**src/design/bmu_pkg.sv**
```systemverilog
// ----------------------------------------------------------------------------
// Background model update package
// Shared widths, register indexes and the record that travels down the
// divider pipeline.
// ----------------------------------------------------------------------------
package bmu_pkg;

    localparam int LEVEL_W    = 8;
    localparam int RATE_W     = 7;
    localparam int DIV_STAGES = LEVEL_W;
    localparam int CFG_IDX_W  = 1;

    localparam logic [CFG_IDX_W-1:0] REG_BACKGROUND_RATE = 1'b0;
    localparam logic [CFG_IDX_W-1:0] REG_FOREGROUND_RATE = 1'b1;

    // One pixel in flight. The work field starts as the dividend and is
    // shifted left one bit a stage, taking in quotient bits from the right.
    typedef struct packed {
        logic [LEVEL_W-1:0] rem;
        logic [LEVEL_W-1:0] work;
        logic [LEVEL_W-1:0] divisor;
        logic [LEVEL_W-1:0] base;
        logic               sub;
    } div_data_t;

endpackage

```
**src/design/background_model_update.sv**
```systemverilog
// ----------------------------------------------------------------------------
// Background model update
// Selective running-average update of a per-pixel background estimate.
// ----------------------------------------------------------------------------
// The block takes one pixel request per clock while the output side does
// not stall, and returns one updated background level per request, in
// order, from the output register. In the divider the absolute difference
// of the two levels is divided by the selected rate (or twice it, for a
// brighter pixel) one quotient bit per pipeline stage, which gives eight
// division stages between a preparation stage and the output register, ten
// register stages in all. Every stage holds its own valid bit and stalls
// only when full and blocked downstream, so bubbles are squeezed out and a
// stall loses nothing.
// The rate registers are sampled when a pixel enters the preparation stage;
// they are meant to be written only while no pixel is in flight. A rate of
// zero behaves as a rate of one.
module background_model_update (
    input  logic                          aclk,
    input  logic                          aresetn,
    // s_tdata, from bit 0: fg_mask[7:0], current_level[7:0],
    // background_level[7:0]
    input  logic                          s_tvalid,
    output logic                          s_tready,
    input  logic [3*bmu_pkg::LEVEL_W-1:0] s_tdata,
    // m_tdata, from bit 0: new_background[7:0]
    output logic                          m_tvalid,
    input  logic                          m_tready,
    output logic [bmu_pkg::LEVEL_W-1:0]   m_tdata,
    input  logic                          cfg_wr_en,
    input  logic [bmu_pkg::CFG_IDX_W-1:0] cfg_index,
    input  logic [bmu_pkg::RATE_W-1:0]    cfg_wdata
);

    localparam int NS = bmu_pkg::DIV_STAGES;
    localparam int LW = bmu_pkg::LEVEL_W;

    // Configuration registers.
    logic [bmu_pkg::RATE_W-1:0] bg_rate_reg;
    logic [bmu_pkg::RATE_W-1:0] fg_rate_reg;

    always_ff @(posedge aclk) begin
        if (!aresetn) begin
            bg_rate_reg <= bmu_pkg::RATE_W'(8);
            fg_rate_reg <= bmu_pkg::RATE_W'(32);
        end else if (cfg_wr_en) begin
            case (cfg_index)
                bmu_pkg::REG_BACKGROUND_RATE: bg_rate_reg <= cfg_wdata;
                bmu_pkg::REG_FOREGROUND_RATE: fg_rate_reg <= cfg_wdata;
                default: ;
            endcase
        end
    end

    // Pipeline links: index 0 is the preparation stage, index k the output
    // of division step k. stg_ready[k] says the consumer of index k can take it.
    logic               stg_valid [0:NS];
    bmu_pkg::div_data_t stg_data  [0:NS];
    logic               stg_ready [0:NS];

    // Preparation stage: pick the rate and direction, form the difference.
    logic [LW-1:0]              mask_in;
    logic [LW-1:0]              cur_in;
    logic [LW-1:0]              bg_in;
    logic [bmu_pkg::RATE_W-1:0] rate_sel;
    logic [bmu_pkg::RATE_W-1:0] rate_eff;
    logic                       is_bg;
    logic                       brighter;
    logic                       darker;
    bmu_pkg::div_data_t         prep_next;
    logic                       prep_valid_reg;
    bmu_pkg::div_data_t         prep_data_reg;

    always_comb begin
        mask_in  = s_tdata[LW-1:0];
        cur_in   = s_tdata[2*LW-1:LW];
        bg_in    = s_tdata[3*LW-1:2*LW];
        is_bg    = (mask_in == '0);
        brighter = cur_in > bg_in;
        darker   = cur_in < bg_in;
        rate_sel = is_bg ? bg_rate_reg : fg_rate_reg;
        rate_eff = (rate_sel == '0) ? bmu_pkg::RATE_W'(1) : rate_sel;
        prep_next.rem     = '0;
        prep_next.work    = brighter ? (cur_in - bg_in) : (bg_in - cur_in);
        // A brighter pixel divides by twice the rate.
        prep_next.divisor = brighter ? {rate_eff, 1'b0} : {1'b0, rate_eff};
        // Background pixels start from the current level and step back toward
        // the old background; foreground pixels start from the old background.
        prep_next.base    = is_bg ? cur_in : bg_in;
        prep_next.sub     = is_bg ? brighter : darker;
    end

    assign s_tready = !prep_valid_reg || stg_ready[0];

    always_ff @(posedge aclk) begin
        if (!aresetn) begin
            prep_valid_reg <= 1'b0;
        end else if (s_tready) begin
            prep_valid_reg <= s_tvalid;
        end
    end

    always_ff @(posedge aclk) begin
        if (s_tready && s_tvalid) begin
            prep_data_reg <= prep_next;
        end
    end

    assign stg_valid[0] = prep_valid_reg;
    assign stg_data[0]  = prep_data_reg;

    // Division steps, one quotient bit each, most significant first.
    for (genvar k = 1; k <= NS; k++) begin : g_div
        bmu_div_stage u_step (
            .aclk      (aclk),
            .aresetn   (aresetn),
            .in_valid  (stg_valid[k-1]),
            .in_ready  (stg_ready[k-1]),
            .in_data   (stg_data[k-1]),
            .out_valid (stg_valid[k]),
            .out_ready (stg_ready[k]),
            .out_data  (stg_data[k])
        );
    end

    // Output stage: apply the quotient to the base level. The result always
    // lies between the two input levels, so no clamping is needed.
    logic          m_valid_reg;
    logic [LW-1:0] m_data_reg;
    logic [LW-1:0] m_data_next;

    always_comb begin
        m_data_next = stg_data[NS].sub ? (stg_data[NS].base - stg_data[NS].work)
                                       : (stg_data[NS].base + stg_data[NS].work);
    end

    assign stg_ready[NS] = !m_valid_reg || m_tready;

    always_ff @(posedge aclk) begin
        if (!aresetn) begin
            m_valid_reg <= 1'b0;
        end else if (stg_ready[NS]) begin
            m_valid_reg <= stg_valid[NS];
        end
    end

    always_ff @(posedge aclk) begin
        if (stg_ready[NS] && stg_valid[NS]) begin
            m_data_reg <= m_data_next;
        end
    end

    assign m_tvalid = m_valid_reg;
    assign m_tdata  = m_data_reg;

`ifndef ASSERT_OFF
    // With the output register empty every stage can move, so input is open.
    a_open_when_empty: assert property (@(posedge aclk) disable iff (!aresetn)
        !m_valid_reg |-> s_tready)
        else $error("input stalled while the output register is empty");

    // The effective divisor is never zero.
    a_divisor_nonzero: assert property (@(posedge aclk) disable iff (!aresetn)
        stg_valid[0] |-> (stg_data[0].divisor != '0))
        else $error("zero divisor entered the divider");

    // A finished division leaves a remainder below its divisor.
    a_rem_below_div: assert property (@(posedge aclk) disable iff (!aresetn)
        stg_valid[NS] |-> (stg_data[NS].rem < stg_data[NS].divisor))
        else $error("division remainder not below divisor");
`endif

endmodule

```
**src/design/bmu_div_stage.sv**
```systemverilog
// ----------------------------------------------------------------------------
// Background model update divider stage
// One restoring-division step behind a register, with its own valid bit.
// ----------------------------------------------------------------------------
module bmu_div_stage (
    input  logic               aclk,
    input  logic               aresetn,
    input  logic               in_valid,
    output logic               in_ready,
    input  bmu_pkg::div_data_t in_data,
    output logic               out_valid,
    input  logic               out_ready,
    output bmu_pkg::div_data_t out_data
);

    logic               valid_reg;
    bmu_pkg::div_data_t data_reg;
    bmu_pkg::div_data_t data_next;
    logic [bmu_pkg::LEVEL_W:0] rem_shift;
    logic [bmu_pkg::LEVEL_W:0] trial;
    logic                      fits;

    always_comb begin
        rem_shift = {in_data.rem, in_data.work[bmu_pkg::LEVEL_W-1]};
        trial     = rem_shift - {1'b0, in_data.divisor};
        // No borrow out of the trial subtraction means the divisor fits.
        fits      = !trial[bmu_pkg::LEVEL_W];
        data_next = in_data;
        data_next.rem  = fits ? trial[bmu_pkg::LEVEL_W-1:0]
                              : rem_shift[bmu_pkg::LEVEL_W-1:0];
        data_next.work = {in_data.work[bmu_pkg::LEVEL_W-2:0], fits};
    end

    assign in_ready  = !valid_reg || out_ready;
    assign out_valid = valid_reg;
    assign out_data  = data_reg;

    always_ff @(posedge aclk) begin
        if (!aresetn) begin
            valid_reg <= 1'b0;
        end else if (in_ready) begin
            valid_reg <= in_valid;
        end
    end

    always_ff @(posedge aclk) begin
        if (in_ready && in_valid) begin
            data_reg <= data_next;
        end
    end

endmodule
```
**config.mk**
```make
export PLATFORM = sky130hd
export DESIGN_NAME = background_model_update
export DESIGN_NICKNAME = d
export VERILOG_FILES = /design/src/design/bmu_pkg.sv /design/src/design/background_model_update.sv /design/src/design/bmu_div_stage.sv
export SDC_FILE = /design/constraint.sdc
export NUM_CORES = 1
export LEC_CHECK = 0
export ABC_AREA = 1
export ABC_CLOCK_PERIOD_IN_PS = 4500
export BUFFER_PORTS_ARGS = -buffer_cell sky130_fd_sc_hd__buf_2
export CAP_MARGIN = 20
export CELL_PAD_IN_SITES_DETAIL_PLACEMENT = 1
export CELL_PAD_IN_SITES_GLOBAL_PLACEMENT = 1
export CORE_ASPECT_RATIO = 1.1
export CORE_MARGIN = 4
export CORE_UTILIZATION = 52
export CTS_BUF_LIST = sky130_fd_sc_hd__clkbuf_4 sky130_fd_sc_hd__clkbuf_8
export DETAILED_ROUTE_END_ITERATION = 12
export PLACE_DENSITY = 0.88
export SYNTH_ARGS = -nofsm -noshare
export SYNTH_HDL_FRONTEND = slang
export SYNTH_HIERARCHICAL = 1
export SYNTH_SLANG_ARGS = --single-unit
```
**constraint.sdc**
```tcl
create_clock -name aclk -period 4.5 [get_ports aclk]
set_input_delay 0.225 -clock aclk [delete_from_list [all_inputs] [get_ports aclk]]
set_output_delay 0.225 -clock aclk [all_outputs]
set_load 0.1 [all_outputs]
```
* Word level (Yosys, flattened, before mapping)
Cells that the tools add are included.
** Cells by class
- Magnitude comparators :: 2
- Bitwise logic cells :: 1
- Mux-type cells :: 14
- Reductions and logical operators :: 42
- Add/subtract/negate cells :: 12
** Operators by type and width (count)
- 2-to-1 mux 8 bit :: 9
- subtractor 9 x 8 -> 9 bit :: 7
- subtractor 8 bit :: 3
- 2-to-1 mux 7 bit :: 3
- zero test 1 bit :: 18
- logical AND 1 bit :: 10
- logical OR 1 bit :: 10
- subtractor 1 x 8 -> 9 bit :: 1
- adder 8 bit :: 1
- > comparator 8 bit :: 1
- zero test 8 bit :: 1
- < comparator 8 bit :: 1
- zero test 7 bit :: 1
- AND reduction 2 bit :: 2
- 2-to-1 mux 1 bit :: 2
- NOT 1 bit :: 1
** Word-level totals
- Input port bits :: 37
- Logic and storage cells :: 129
- Register bits :: 305
- Output and inout port bits :: 10

* Longest topological paths before layout
Gate-level depths: netlist (run 1).
- Word-level depth :: 12
- Mapped depth :: 21
- Mapped depth without buffers :: 21

* Modules after synthesis
The synthesis (run 1) kept the hierarchy.
** Modules (own cells, without submodules)
- bmu_div_stage (g_div[5].u_step ...) :: cells each 148, area each 1685.4 sq um, sequential area each 1011.0 sq um, times used 4
- bmu_div_stage (g_div[1].u_step ...) :: cells each 144, area each 1630.3 sq um, sequential area each 1011.0 sq um, times used 4
- background_model_update :: cells each 374, area each 3079.2 sq um, sequential area each 1311.3 sq um, times used 1

* Least setup slack after synthesis (run 1)
Ideal clock, no wire load.
- Kind :: register to register
- Start :: register m_valid_reg (netlist: m_tvalid)
- End :: register g_div[1].u_step.data_reg, in the netlist g_div[1].u_step/out_data[0] (enable)
- Required time :: 4.066 ns
- Slack :: 0.783 ns
- Cell stages (with the launch flop) :: 18
- Path buffers :: 0
- Library setup time :: 0.434 ns
- Period minus slack after synthesis :: 3.717 ns
- Data arrival time :: 3.282 ns
- Cell sequence :: dfxtp_1 -> nand2_1 -> inv_1 -> nand2_1 -> inv_1 -> nand2_1 -> inv_1 -> nand2_1 -> inv_1 -> nand2_1 -> inv_1 -> nand2_1 -> inv_1 -> nand2_1 -> inv_1 -> nand2_1 -> inv_1 -> a21oi_1
** RTL lines
- from (decl) :: line background_model_update.sv:127 : logic m_valid_reg;
- from (signal assigned) :: line background_model_update.sv:142 : m_valid_reg <= stg_valid[NS];
- to (signal assigned) :: line bmu_div_stage.sv:48 : data_reg <= data_next;
- to (decl) :: line bmu_div_stage.sv:17 : bmu_pkg::div_data_t data_reg;

==> reports/summary.txt, run 1 <==
Total CTS buffers - 49
CTS tree - done
Max-slew headroom - 29.79%
Status - finished, final reports clean
WL final - 41740 microns
Gr ovfl total - 0
VDD IR max - 0.2657 mV
Vias in the first global route - 12550
Final Skew - 0.02618 ns
Sw Share - 26.87%
Dpl hpwl - 27070 microns
Most frequent cells in the layout - 354 x nand2_1, 281 x edfxtp_1, 230 x inv_1
Post-Syn Instances - 1455
WL/cell - 20.92 microns
Via count - 10910
Worst path cell trace - nand2_1, inv_1, nand2_1, inv_1, nand2_1, inv_1, nand2_1, inv_1, nand2_1, inv_1, nand2_1, inv_1, nand2_1, inv_1, nand2_1, inv_1, nand2_1, inv_1, nand2_1, buf_2
Hold WS - 0.03477 ns
Leak - 0.007686 uW
Syn avg cell area - 10.67 sq um
Num Clock Sinks - 305
Hold-fix buffers, CTS - 12
CP endpoint kind - primary output
Final Power - 6296 uW
Rows - 66
Final period util - 80.34%
Post CTS Setup Buffer Count - 0
Global-route wire length before repair - 66590 microns
Routability Congestion - 0.8439
Max Cap Viol - 0
Worst skew pair latency - 0.61 ns
Final #Nets - 1714
Max reg flops - 248
CTS Buffer Depth - 3
RSZ-0062 raised after global routing - no
Die Height - 189.2 microns
Flop pwr share - 51.5%
Core area - 0.02948 sq mm
Syn. warnings - 6
Root Buffer - clkbuf_8
GRT Total Usage - 25.84%
CP Data Arrival Time - 3.39 ns
Fmax - 276.6 MHz
Worst-path fanout max - 3
Drt first pass iters - 5
Netlist Area Pre-Place - 0.01552 sq mm
Worst-Margin Slew - 1.051 ns
Crit-path max cell delay - 0.36 ns
Initial antenna violation count - 1
Crit path from - m_tvalid
FILL cells - 3122
CTS clk-pin slew, worst paths - 0.06 ns
P_sw - 1692 uW
Multi-input combinational cell area - 0.005754 sq mm
Initial core utilization - 52.66%
Total negative slack - 0 ns
R2R Path Start - m_tvalid
Hold Startpoint - aresetn
Crit path launch type - flip-flop
Minimum clock period - 3.615 ns
Commonest non-fill, non-tap cell in the layout - nand2_1
WS Path Type - reg -> out
Final ANT Viol Nets - 0
Final Hold Fails - 0
HP Class - in -> reg
Port bufs - 46
Cell Pwr Density - 361.3 mW/mm^2
Slowest stage cell, crit path - dfxtp_1
Synth-to-Final Area Change - 12.25%
H-tree Lvls - 2
DRC Markers - 0
Pin count of the biggest net entering global routing - 34
Via density - 5.468
Power Internal - 4604 uW
I/O Pins - 47
Req. time, crit path - 4.28 ns
Share of layout cells above drive strength 1 - 17.35%
Gate power share - 10.2%
Post-CTS sizing - 0
Clk pwr share - 38.3%
Setup violators final - 0
Die X-Extent - 172.7 microns
Initial DRC Count - 612
Seq. cell area - 0.008919 sq mm
Most Frequent Cell on Critical Path - nand2_1
Final Slew Violations - 0
Full die area - 0.03269 sq mm
## metrics by stage
stage | cells | setup WS, ns | instance area [sq um] | util (%)
floorplan | 1471 | 0.7834 | 15580 | -
global placement | 1889 | 1.893 | 16320 | 55.36
detailed placement | 1889 | 1.468 | 16320 | 55.36
CTS | 1992 | 0.9169 | 17390 | 59.00
global route | 1995 | 0.6290 | 17430 | 59.11
finish | 1995 | 0.8846 | 17430 | 59.11
## critical path, delay by kind of cell, from the launching register on
family | cells | cell delay [ns]
DFF | 1 | 0.36
and+or+nand+nor | 10 | 1.02
buffers and inverters | 10 | 1.42
## power by group through the flow
stage               logic (uW)  registers [uW]  clock network [uW]
global placement           541            3280                   0
detailed placement         588            3290                   0
global route               710            3250                2600
CTS                        619            3240                2440
floorplan                  439            3270                   0
finish                     642            3240                2410
## path summary, 6_finish.rpt
kind | end | slack (ns) | cells past startpoint
setup / recovery | s_tready | 0.88 | 20
hold / removal | bg_rate_reg[3] | 0.03 | 2
setup reg to reg | prep_data_reg[19] | 1.53 | 20
hold reg to reg | g_div[2].u_step/out_data[4] | 0.41 | 0
## cell type report
class,instances,share of cell area (%)
diodes,1,0.01436
multi-input cells,918,33.02
inverters,240,5.184
well taps,374,2.685
clock buffers,61,4.387
repair buffers,66,2.441
flip-flops and latches,305,51.18
clock inverters,30,1.091
## routing by layer
metal | global-route usage (%) | part of all wire, %
met5 | 0 | 0
met3 | 4.273 | 3.4
met2 | 52.16 | 56
met4 | 17.22 | 7.6
met1 | 23.22 | 33
Note: power is estimated with default switching activity, not from simulation.
==> run 2, diff against run 1 <==
--- a/config.mk
+++ b/config.mk
@@ -5,18 +5,18 @@
 export SDC_FILE = /design/constraint.sdc
 export NUM_CORES = 1
 export LEC_CHECK = 0
-export ABC_AREA = 1
-export ABC_CLOCK_PERIOD_IN_PS = 4500
+export ABC_AREA = 0
+export ABC_CLOCK_PERIOD_IN_PS = 3100
 export BUFFER_PORTS_ARGS = -buffer_cell sky130_fd_sc_hd__buf_2
 export CAP_MARGIN = 20
 export CELL_PAD_IN_SITES_DETAIL_PLACEMENT = 1
 export CELL_PAD_IN_SITES_GLOBAL_PLACEMENT = 1
 export CORE_ASPECT_RATIO = 1.1
 export CORE_MARGIN = 4
-export CORE_UTILIZATION = 52
+export CORE_UTILIZATION = 49
 export CTS_BUF_LIST = sky130_fd_sc_hd__clkbuf_4 sky130_fd_sc_hd__clkbuf_8
 export DETAILED_ROUTE_END_ITERATION = 12
-export PLACE_DENSITY = 0.88
+export PLACE_DENSITY = 0.84
 export SYNTH_ARGS = -nofsm -noshare
 export SYNTH_HDL_FRONTEND = slang
 export SYNTH_HIERARCHICAL = 1
==> constraint.sdc (replaced) <==
create_clock -name aclk -period 3.1 [get_ports aclk]
set_input_delay 0.155 -clock aclk [delete_from_list [all_inputs] [get_ports aclk]]
set_output_delay 0.155 -clock aclk [all_outputs]
set_load 0.1 [all_outputs]
==> run 2 against run 1 <==
Die area is 2.5% higher. Register-to-register slack worse by 1.2 ns. Sequential share of layout area rose by 1.1 points. Non-clock buffer count grew 17. Count of clock-buffer cells in the layout increased by 11. Critical path depth down 9. Via count fell by 18%. Final cell count is 16% lower. Clock skew is 0.019 ns higher. Synthesized area decreased by 3.3%. Total power is 43% higher. Utilization decreased by 2.0 points.
==> reports/summary.txt, run 2 <==
Status - finished, final reports clean (unchanged)
Setup violators final - 0 (unchanged)
Total negative slack - 0 ns (unchanged)
Final Skew - 0.04490 ns (was 0.02618 ns)
Via density - 5.366 (was 5.468)
DRC Markers - 0 (unchanged)
Global-route wire length before repair - 52900 microns (was 66590 microns)
Share of layout cells above drive strength 1 - 22.13% (was 17.35%)
WL/cell - 19.54 microns (was 20.92 microns)
I/O Pins - 47 (unchanged)
CP endpoint kind - primary output (unchanged)
Die X-Extent - 174.9 microns (was 172.7 microns)
Vias in the first global route - 10230 (was 12550)
Worst skew pair latency - 0.59 ns (was 0.61 ns)
Cell Pwr Density - 528.7 mW/mm^2 (was 361.3 mW/mm^2)
Worst-Margin Slew - 0.7922 ns (was 1.051 ns)
CP Data Arrival Time - 2.77 ns (was 3.39 ns)
Gate power share - 10.5% (was 10.2%)
Via count - 8977 (was 10910)
Initial antenna violation count - 0 (was 1)
Drt first pass iters - 4 (was 5)
Synth-to-Final Area Change - 13.75% (was 12.25%)
Final Power - 9025 uW (was 6296 uW)
Power Internal - 6827 uW (was 4604 uW)
Antenna diode instance count - 0 (was 1)
Pin count of the biggest net entering global routing - 34 (unchanged)
Req. time, crit path - 2.94 ns (was 4.28 ns)
Post-Syn Instances - 1090 (was 1455)
Crit path launch type - flip-flop (unchanged)
Core area - 0.02989 sq mm (was 0.02948 sq mm)
Leak - 0.006599 uW (was 0.007686 uW)
RSZ-0062 raised after global routing - no (unchanged)
Minimum clock period - 2.922 ns
Full die area - 0.03349 sq mm (was 0.03269 sq mm)
Fmax - 342.2 MHz
Initial DRC Count - 462 (was 612)
Commonest non-fill, non-tap cell in the layout - edfxtp_1 (was nand2_1)
Gr ovfl total - 0 (unchanged)
Final ANT Viol Nets - 0 (unchanged)
Worst-path fanout max - 3 (unchanged)
Initial core utilization - 50.20% (was 52.66%)
Max Cap Viol - 0 (unchanged)
Rows - 66 (unchanged)
WL final - 32690 microns (was 41740 microns)
WS Path Type - reg -> out (unchanged)
Root Buffer - clkbuf_8 (unchanged)
Port bufs - 46 (unchanged)
Final Hold Fails - 0 (unchanged)
Max-slew headroom - 47.19% (was 29.79%)
Post CTS Setup Buffer Count - 0 (unchanged)
CTS tree - done (unchanged)
Die Height - 191.5 microns (was 189.2 microns)
Dpl hpwl - 22290 microns (was 27070 microns)
Syn avg cell area - 13.77 sq um (was 10.67 sq um)
CTS clk-pin slew, worst paths - 0.07 ns (was 0.06 ns)
CTS Buffer Depth - 3 (unchanged)
HP Class - in -> reg (unchanged)
Clk pwr share - 37.8% (was 38.3%)
Final period util - 94.27%
Netlist Area Pre-Place - 0.01501 sq mm (was 0.01552 sq mm)
Routability Congestion - 0.8388 (was 0.8439)
Final Slew Violations - 0 (unchanged)
VDD IR max - 0.3562 mV (was 0.2657 mV)
Max reg flops - 248 (unchanged)
Syn. warnings - 6 (unchanged)
Most frequent cells in the layout - 281 x edfxtp_1, 120 x inv_1, 86 x ha_1 (was 354 x nand2_1, 281 x edfxtp_1, 230 x inv_1)
Final #Nets - 1359 (was 1714)
H-tree Lvls - 2 (unchanged)
Total CTS buffers - 50 (was 49)
Flop pwr share - 51.7% (was 51.5%)
GRT Total Usage - 19.88% (was 25.84%)
P_sw - 2198 uW (was 1692 uW)
Sw Share - 24.35% (was 26.87%)
Num Clock Sinks - 305 (unchanged)
## run 2: area by class of cell
type	instances	area, sq um
fill	2995	12820
sequential	305	8922
multi-input combinational	665	5635
clock buffer	72	859.6
timing repair buffer	83	588.1
tap	408	510.5
inverter	120	450.4
clock inverter	20	102.6
## run 2: critical path: stages, from the launching register on
cell and delay, ns:
dfxtp_4 0.34, nand2b_1 0.08, nand2b_1 0.20, nand2b_4 0.17
nand2b_4 0.15, nand2b_4 0.14, nand2b_1 0.17, nand2b_1 0.19
nand2b_1 0.20, nand2b_4 0.17, nand2b_2 0.21, buf_8 0.18
## run 2: power groups by stage
stage	Sequential (uW)	Clock, uW	Combinational, uW
after detailed placement	4750	0	887
final	4670	3410	944
after CTS	4660	3440	926
after global placement	4730	0	838
after floorplan	4720	0	701
after global routing	4670	3710	1030
## run 2: per-stage QoR
| stage | instance area, sq um | hold slack [ns] | util (%) | worst slack, ns | instances |
|---|---|---|---|---|---|
| 2_1_floorplan | 15070 | 0.2938 | - | 0.01431 | 1105 |
| 3_3_place_gp | 15790 | 0.4006 | 52.81 | 0.5021 | 1553 |
| 3_5_place_dp | 15790 | 0.4063 | 52.81 | 0.2358 | 1553 |
| 4_1_cts | 17050 | 0.01316 | 57.05 | 0.04180 | 1673 |
| 5_1_grt | 17070 | 0.02053 | 57.10 | 0.01850 | 1673 |
| 6_report | 17070 | 0.03427 | 57.10 | 0.1775 | 1673 |
## run 2: final timing paths
check | end | slack, ns | cells past startpoint | start
worst min register to register | g_div[7].u_step/out_data[8] | 0.42 | 0 | g_div[6].u_step/out_data[8]
worst min-delay path | prep_data_reg[1] | 0.03 | 3 | s_tdata[16]
worst max register to register | prep_data_reg[13] | 0.29 | 11 | m_tvalid
worst max-delay path | s_tready | 0.18 | 11 | m_tvalid
## run 2: what timing repair did
item	in CTS	in global routing
resized for setup	5	2
endpoints found under the setup margin	1	1
pin swaps	0	0
hold buffers	28	0
endpoints found under the hold margin	24	0
## run 2: routing by layer
metal / track usage (%) / up-vias / part of all wire [%]
met2: 40.03 / 193 / 57
li1: - / 4230 / -
met3: 2.927 / 94 / 3.1
met5: 0 / - / 0
met1: 19.34 / 4460 / 35
met4: 10.37 / 0 / 5.2
==> run 3, diff against run 2 <==
--- a/config.mk
+++ b/config.mk
@@ -6,17 +6,16 @@
 export NUM_CORES = 1
 export LEC_CHECK = 0
 export ABC_AREA = 0
-export ABC_CLOCK_PERIOD_IN_PS = 3100
 export BUFFER_PORTS_ARGS = -buffer_cell sky130_fd_sc_hd__buf_2
 export CAP_MARGIN = 20
 export CELL_PAD_IN_SITES_DETAIL_PLACEMENT = 1
 export CELL_PAD_IN_SITES_GLOBAL_PLACEMENT = 1
 export CORE_ASPECT_RATIO = 1.1
 export CORE_MARGIN = 4
-export CORE_UTILIZATION = 49
+export CORE_UTILIZATION = 35
 export CTS_BUF_LIST = sky130_fd_sc_hd__clkbuf_4 sky130_fd_sc_hd__clkbuf_8
 export DETAILED_ROUTE_END_ITERATION = 12
-export PLACE_DENSITY = 0.84
+export PLACE_DENSITY = 0.65
 export SYNTH_ARGS = -nofsm -noshare
 export SYNTH_HDL_FRONTEND = slang
 export SYNTH_HIERARCHICAL = 1
==> run 3 against run 2 <==
Highest routed layer unchanged. Sequential cell count stayed put. Global-route usage is 7.9 points lower. Critical path type unchanged. Via count is 4.9% lower. Critical path depth stayed put.
==> reports/summary.txt, run 3 (synthesis gave the netlist of run 2 again) <==
Total negative slack - 0 ns (unchanged)
Pin count of the biggest net entering global routing - 34 (unchanged)
Gr ovfl total - 0 (unchanged)
Via density - 4.655 (was 5.366)
Final period util - 93.19% (was 94.27%)
Post-layout util - 40.84% (was 57.10%)
CTS clk-pin slew, worst paths - 0.06 ns (was 0.07 ns)
Final Skew - 0.03588 ns (was 0.04490 ns)
Core area - 0.04231 sq mm (was 0.02989 sq mm)
Setup violators final - 0 (unchanged)
Slowest stage cell, crit path - dfxtp_4 (unchanged)
Via count - 8538 (was 8977)
Max Cap Viol - 0 (unchanged)
Rows - 79 (was 66)
WL final - 26730 microns (was 32690 microns)
CP endpoint kind - primary output (unchanged)
Num Clock Sinks - 305 (unchanged)
Final Power - 8943 uW (was 9025 uW)
Initial antenna violation count - 0 (unchanged)
Leak - 0.006594 uW (was 0.006599 uW)
Routability Congestion - 0.8187 (was 0.8388)
Power Internal - 6858 uW (was 6827 uW)
Total CTS buffers - 52 (was 50)
Minimum clock period - 2.889 ns (was 2.922 ns)
Post-Place Cell Area - 0.01599 sq mm (was 0.01579 sq mm)
Most frequent cells in the layout - 281 x edfxtp_1, 120 x inv_1, 86 x ha_1 (unchanged)
Initial core utilization - 35.47% (was 50.20%)
Fmax - 346.1 MHz (was 342.2 MHz)
P_sw - 2086 uW (was 2198 uW)
Final #Nets - 1359 (unchanged)
WL/cell - 14.57 microns (was 19.54 microns)
WS Path Type - reg -> out (unchanged)
Gate power share - 10.1% (was 10.5%)
Sw Share - 23.32% (was 24.35%)
I/O Pins - 47 (unchanged)
Design area - 0.01728 sq mm (was 0.01707 sq mm)
Cell Pwr Density - 517.6 mW/mm^2 (was 528.7 mW/mm^2)
Drt first pass iters - 4 (unchanged)
Antenna diode instance count - 0 (unchanged)
Root Buffer - clkbuf_8 (unchanged)
Synth-to-Final Area Change - 15.14% (was 13.75%)
Commonest non-fill, non-tap cell in the layout - edfxtp_1 (unchanged)
Global-route wire length before repair - 45240 microns (was 52900 microns)
Flop pwr share - 52.1% (was 51.7%)
Crit path launch type - flip-flop (unchanged)
Final ANT Viol Nets - 0 (unchanged)
Max reg flops - 248 (unchanged)
DRC Markers - 0 (unchanged)
RSZ-0062 raised after global routing - no (unchanged)
HP Class - in -> reg (unchanged)
Req. time, crit path - 2.94 ns (about the same)
CTS Buffer Depth - 3 (unchanged)
Die Height - 225.2 microns (was 191.5 microns)
Worst-Margin Slew - 0.6900 ns (was 0.7922 ns)
Worst-path fanout max - 3 (unchanged)
Vias in the first global route - 9303 (was 10230)
Initial DRC Count - 223 (was 462)
CP Data Arrival Time - 2.73 ns (was 2.77 ns)
GRT Total Usage - 11.99% (was 19.88%)
CTS tree - done (unchanged)
Crit-path max cell delay - 0.34 ns (about the same)
Most Frequent Cell on Critical Path - nand2b_1 (unchanged)
Dpl hpwl - 20580 microns (was 22290 microns)
Port bufs - 46 (unchanged)
Share of layout cells above drive strength 1 - 22.26% (was 22.13%)
Worst skew pair latency - 0.60 ns (was 0.59 ns)
H-tree Lvls - 2 (unchanged)
Full die area - 0.04625 sq mm (was 0.03349 sq mm)
Final Hold Fails - 0 (unchanged)
Worst path cell trace - nand2b_1, nand2b_1, nand2b_1, nand2b_4, nand2b_1, nand2b_1, nand2b_4, nand2b_4, nand2b_1, nand2b_2, buf_8 (was nand2b_1, nand2b_1, nand2b_4, nand2b_4, nand2b_4, nand2b_1, nand2b_1, nand2b_1, nand2b_4, nand2b_2, buf_8)
Clk pwr share - 37.8% (about the same)
Die X-Extent - 205.4 microns (was 174.9 microns)
VDD IR max - 0.2669 mV (was 0.3562 mV)
Max-slew headroom - 54.00% (was 47.19%)
Status - finished, final reports clean (unchanged)
Final Slew Violations - 0 (unchanged)
==> run 3: changes by cell type in the layout (fill, tap and decap cells not counted), sizes merged <==
| cell | previous run | this run |
|---|---|---|
| clkinv | 18 | 22 |
| clkbuf | 72 | 70 |
| dlygate4sd3 | 28 | 26 |
| clkinvlp | 0 | 1 |
| inv | 122 | 123 |
==> run 3: repair_timing <==
action / 4_1_cts / 5_1_grt
pin swaps: 0 / 0
endpoints found under the hold margin: 27 / 0
hold buffers: 26 / 0
gates cloned: 0 / 0
buffers inserted: 0 / 0
gates resized for setup: 1 / 5
setup endpoints to repair: 1 / 1
==> run 3: area by class of cell <==
cell class / instances / area, sq um
Sequential cell: 305 / 8922
Clock inverter: 26 / 136.4
Fill cell: 4505 / 25030
Clock buffer: 70 / 863.3
Timing Repair Buffer: 81 / 568.0
Tap cell: 567 / 709.4
Multi-Input combinational cell: 665 / 5628
Inverter: 120 / 450.4
==> run 3: per-layer routing <==
layer  track usage [%]  routed length [microns]  vias to the layer above
li1                  -                        -                     4221
met1             12.67                    10110                     4151
met2             23.55                    15090                      119
met3             2.073                      864                       47
met4             4.366                      656                        0
met5                 0                        0                        -
==> run 3: power by group through the flow <==
stage,clock [uW],sequential [uW],combinational [uW]
2_1_floorplan,0,4720,701
3_3_place_gp,0,4740,855
3_5_place_dp,0,4750,884
4_1_cts,3540,4660,911
5_1_grt,3740,4670,1010
6_report,3380,4660,904
==> run 3: final timing paths <==
kind	start	to	slack, ns	cells past startpoint
max	m_tvalid	s_tready	0.21	11
min reg2reg	g_div[2].u_step/out_data[19]	g_div[3].u_step/out_data[20]	0.39	0
max reg2reg	m_tvalid	prep_data_reg[17]	0.41	11
min	s_tdata[9]	prep_data_reg[2]	0.1	3
==> run 3: critical path: cells and delay by family, from the launching register on <==
family                 cells  cell delay [ns]
flip-flops                 1             0.34
buffers and inverters      1             0.18
AND/OR/NAND/NOR           10             1.63
==> run 3: stage by stage <==
stage                     instances  setup slack [ns]  hold slack, ns
final                          1834            0.2110         0.09729
after global routing           1834           0.01258         0.07889
after CTS                      1834           0.01083         0.04403
after detailed placement       1712            0.3874          0.4063
after global placement         1712            0.4272          0.4038
after floorplan                1105           0.01431          0.2938
